<file path="config.mk">
export PLATFORM = sky130hd
export DESIGN_NAME = tosm_div
export DESIGN_NICKNAME = d
export VERILOG_FILES = /design/src/hdl/tosm_div.sv
export SDC_FILE = /design/constraint.sdc
export NUM_CORES = 1
export LEC_CHECK = 0
export CORE_MARGIN = 10
export CORE_UTILIZATION = 55
export CTS_CLUSTER_SIZE = 24
export DETAILED_ROUTE_END_ITERATION = 7
export DONT_BUFFER_PORTS = 1
export HOLD_SLACK_MARGIN = 0.03
export MAX_ROUTING_LAYER = met4
export PLACE_DENSITY = 0.77
export SLEW_MARGIN = 20
export SYNTH_ARGS = -nofsm -noshare
export SYNTH_HDL_FRONTEND = slang
export SYNTH_SLANG_ARGS = --single-unit
</file>
<file path="constraint.sdc">
create_clock -name clock -period 7.8 [get_ports clock]
set_input_delay 0.39 -clock clock [delete_from_list [all_inputs] [get_ports clock]]
set_output_delay 0.39 -clock clock [all_outputs]
set_load 0.005 [all_outputs]
</file>
<file path="src/hdl/tosm_div.sv">
// Restoring divider, one quotient bit per cycle.
module tosm_div #(
   parameter int NUM_W = 55,
   parameter int DEN_W = 13
) (
   input  logic             clock,
   input  logic             reset,
   input  logic             start,
   input  logic [NUM_W-1:0] num,
   input  logic [DEN_W-1:0] den,
   output logic             done,
   output logic [NUM_W-1:0] quot
);
   localparam int CNT_W = $clog2(NUM_W + 1);

   logic [NUM_W-1:0] quot_ff, quot_in;
   logic [DEN_W:0]   rem_ff, rem_in;
   logic [DEN_W-1:0] den_ff;
   logic [CNT_W-1:0] cnt_ff, cnt_in;
   logic             busy_ff, busy_in, done_ff, done_in;
   logic [DEN_W+1:0] trial;

   always_comb begin
      quot_in = quot_ff;
      rem_in  = rem_ff;
      cnt_in  = cnt_ff;
      busy_in = busy_ff;
      done_in = 1'b0;
      trial   = {rem_ff, quot_ff[NUM_W-1]} - {2'b00, den_ff};
      if (start) begin
         quot_in = num;
         rem_in  = '0;
         cnt_in  = CNT_W'(NUM_W);
         busy_in = 1'b1;
      end else if (busy_ff) begin
         if (!trial[DEN_W+1]) begin
            rem_in  = trial[DEN_W:0];
            quot_in = {quot_ff[NUM_W-2:0], 1'b1};
         end else begin
            rem_in  = {rem_ff[DEN_W-1:0], quot_ff[NUM_W-1]};
            quot_in = {quot_ff[NUM_W-2:0], 1'b0};
         end
         cnt_in = cnt_ff - 1'b1;
         if (cnt_ff == CNT_W'(1)) begin
            busy_in = 1'b0;
            done_in = 1'b1;
         end
      end
   end

   always_ff @(posedge clock) begin
      if (reset) begin
         busy_ff <= 1'b0;
         done_ff <= 1'b0;
         cnt_ff  <= '0;
      end else begin
         busy_ff <= busy_in;
         done_ff <= done_in;
         cnt_ff  <= cnt_in;
      end
      quot_ff <= quot_in;
      rem_ff  <= rem_in;
      if (start) begin
         den_ff <= den;
      end
   end

   assign done = done_ff;
   assign quot = quot_ff;

   property p_done_after_busy;
      @(posedge clock) disable iff (reset) done_ff |-> $past(busy_ff);
   endproperty
   a_done_after_busy: assert property (p_done_after_busy)
      else $error("divider done without work");
endmodule

</file>
==> flow_summary.rst <==
.. list-table::
   :header-rows: 1

   * - Metric
     - Value
   * - Total of buffers placed on input and output ports
     - 0
   * - Detailed Route Iter0 Violations
     - 210
   * - Worst-case headroom to the max-slew limit
     - about 29%
   * - Area grow syn2layout
     - 5.840%
   * - Number of buffers inserted by hold repair at cts
     - 0
   * - First-pass GRT wire length
     - ~14 mm
   * - Count of buffering cells on the critical path with inverters included
     - 1
   * - Cell type with the largest total area after synthesis
     - edfxtp_1
   * - Post-synthesis async set-or-reset flop share
     - 0%
   * - Slew at the pin with the worst max-slew slack
     - around 1.1 ns
   * - Post-synthesis instance area
     - approximately 0.0043 mm^2
   * - Fin. max-slew vios
     - 0
   * - Required time at the worst-slack endpoint
     - about 8.1 ns
   * - Warnings from Yosys
     - 0
   * - Unrepaired setup endpoints after global routing
     - no
   * - Tot Pwr
     - between 1 and 1.5 mW
   * - GR Util All Layers
     - around 15%
   * - Nature of the critical path endpoint
     - register
   * - Layout Utilization
     - between 50 and 60%
   * - Via count
     - ~2600
   * - Path type of the worst min-delay path
     - input port to register
   * - Length of the first detailed-routing pass in iterations
     - 4
   * - Number of failing setup endpoints in the final timing report
     - 0
   * - Hold violation count in the final report
     - 0
   * - Maximum Capacitance Violations
     - 0
   * - Cell types with the largest area share after synthesis
     - edfxtp_1, mux2_2, dfxtp_1, ha_1, a311oi_1
   * - Setup ws final
     - between 4 and 5 ns
   * - Initial antenna violation count
     - 0
   * - Routed vias/inst
     - a little under 6
   * - Post-layout net count
     - around 430
   * - Final antenna diode count
     - 0
   * - Time the worst path needs with I/O delays and setup
     - roughly 3.4 ns
   * - RD Place Congestion
     - approximately 0.90
   * - Count of cells resized by post-cts repair
     - 0
   * - Routed wire length
     - 9.112 mm
   * - Count of unique library cells instantiated by Yosys
     - 47
   * - Biggest fanout along the worst timing path
     - 14
   * - Gate count of the mapped netlist
     - ~340
   * - CTS clock-pin slew for the worst setup and hold paths
     - 0.08 ns
   * - Post-synth EDFFs
     - just under 70
   * - Most used flip-flop cell after synthesis
     - edfxtp_1
   * - Die W
     - around 110 um
   * - CP max stage cell
     - xor2_1
   * - Power Density
     - 234.9 mW/mm^2
   * - Antenna Nets Post-Route
     - 0
   * - Largest stage delay on the critical path
     - just under 0.9 ns
   * - Final total negative setup slack
     - 0 ns
   * - Number of buffers created by CTS
     - 9
   * - Wire length per cell
     - between 20 and 25 um
   * - Leakage
     - 1.684 nW
   * - Most frequent cell after synthesis
     - edfxtp_1
   * - Starting Density
     - 56.30%
   * - Share of layout cells above drive strength 1
     - 21.57%
   * - Post-synthesis sequential area ratio
     - a little under three fifths
   * - I/O pin total
     - 127
   * - Number of placed instances with taps included
     - around 430
   * - Run status
     - completed
   * - Number of standard cells in the final layout excluding fillers
     - about 450
   * - Final worst-path cycle share
     - 43.13%
   * - Post-Synthesis Net Count
     - roughly 430
   * - Number of buffers on the longest clock path
     - 2
   * - Cell class contributing the biggest share of worst-path delay
     - compound AO/OA/AOI/OAI gates
   * - Grt total ovfl
     - 0
   * - TritonCTS clock tree
     - yes
   * - # clock sinks
     - 90
   * - Proportion of netlist area held by the largest area contributor
     - between 40% and 50%
   * - Maximum achievable frequency
     - 297.2 MHz
   * - Max VDD drop
     - ~0.14 mV
   * - Clk_skew
     - between 0.01 and 0.015 ns
   * - Cell types with the highest counts after synthesis
     - edfxtp_1, mux2_2, nand2_1
   * - Area enclosed by the die boundary
     - between 0.01 and 0.015 mm^2
   * - Seq cells post-synth
     - 90
   * - Avg Cell Area, Syn
     - 12.65 um^2
   * - Site row count
     - 32
   * - Die height
     - ~110 um
   * - Vias in the first global route
     - between 2000 and 3000
   * - Ordered cell list for the critical path
     - inv_1 > ha_1 > fa_1 > nand2b_1 > a21oi_2 > nor2_1 > o311ai_4 > xor2_1 > o211ai_1 > a311oi_1
   * - Worst setup path category
     - register to register
   * - Worst-case register-to-register setup slack
     - 4.44 ns
   * - Post-detail-place hpwl
     - about 6.6 mm
   * - DRC viols
     - 0
   * - Worst setup SP type
     - register
   * - Arrival time worst endpoint
     - 3.62 ns
   * - Clock Latency Late Sink
     - 0.35 ns
   * - Maximum number of pins on one net before global-route repair
     - 89
   * - Cell at the root of the clock tree
     - clkbuf_8
   * - H-tree depth
     - 3
   * - Buffers inserted by post-CTS timing repair
     - 0
   * - Worst setup slack after placement
     - ~4.5 ns
   * - Std-Cell Core Area
     - between 0.007 and 0.008 mm^2
==> per-layer routing <==
layer | vias up | wire length (um) | track usage, % | share of wire, %
li1 | 1256 | - | - | -
met1 | 1267 | 3501 | 17.49 | 38
met2 | 95 | 4699 | 24.40 | 52
met3 | 6 | 829 | 6.962 | 9.1
met4 | 0 | 82 | 3.955 | 0.90
met5 | - | 0 | - | 0
==> area by class of cell <==
cell class	instances	area, um^2
fillers	637	3107
inverters	18	67.56
flip-flops and latches	90	2482
repair buffers	2	15.01
multi-input cells	217	1719
clock inverters	6	41.29
well taps	102	127.6
clock buffers	10	127.6
==> cell families (layout without fill, tap and decap cells) <==
| family | Yosys count | after routing | synth area share, % |
|---|---|---|---|
| flip-flops | 90 | 90 | 57.36 |
| AND/OR/NAND/NOR | 77 | 77 | 8.414 |
| adder cells (fa/ha/maj) | 16 | 16 | 4.799 |
| multiplexers | 54 | 54 | 14.05 |
| AO/OA/AOI/OAI | 54 | 54 | 9.049 |
| XOR/XNOR | 16 | 16 | 3.238 |
| buffers and inverters | 35 | 36 | 3.093 |
==> state kept, by name, summed over array words and instances, names as in the netlist <==
register	flops
busy_ff	1
cnt_ff	6
den_ff	13
done	1
quot	55
rem_ff	14
==> power by group <==
group / internal [mW] / total, mW / switching, mW
Sequential: 0.574 / 0.613 / 0.0394
Clock: 0.117 / 0.278 / 0.161
Combinational: 0.0844 / 0.185 / 0.100
==> path summary, 6_finish.rpt <==
check	endpoint	cells after the start	startpoint
max	rem_ff[11]	10	quot[54]
min	cnt_ff[1]	1	reset
max reg2reg	rem_ff[11]	10	quot[54]
min reg2reg	rem_ff[10]	2	rem_ff[9]
==> through the flow <==
| step | cell area (um^2) | hold slack, ns |
|---|---|---|
| 4_1_cts | 4573 | 0.07610 |
| 2_1_floorplan | 4328 | 0.4572 |
| 5_1_grt | 4581 | 0.06298 |
| 6_report | 4581 | 0.1004 |
| 3_5_place_dp | 4404 | 0.4630 |
| 3_3_place_gp | 4404 | 0.4615 |
==> placed cells by master (no fill, tap or decap), types with 2 or more instances in the layout <==
cell type | synthesis | layout
xnor2_1 | 8 | 7
nand4_1 | 2 | 2
a311oi_1 | 11 | 11
a31oi_1 | 2 | 2
nand2_1 | 25 | 25
inv_6 | 0 | 2
nor2_1 | 21 | 21
mux2_2 | 54 | 54
a21o_1 | 3 | 3
o211ai_1 | 2 | 2
nand3_1 | 5 | 5
dfxtp_1 | 22 | 22
inv_1 | 17 | 17
xor2_1 | 8 | 8
o21ai_0 | 6 | 6
nand2b_1 | 6 | 6
nor4b_1 | 2 | 2
a21oi_1 | 14 | 14
o21a_1 | 2 | 2
ha_1 | 15 | 15
o31ai_1 | 2 | 2
clkbuf_8 | 0 | 9
edfxtp_1 | 68 | 68
clkinvlp_4 | 0 | 2
a21boi_0 | 2 | 2
clkinv_1 | 1 | 2
nor3_1 | 6 | 6
buf_4 | 0 | 2
nor2b_1 | 2 | 2
Note: power is estimated with default switching activity, not from simulation.
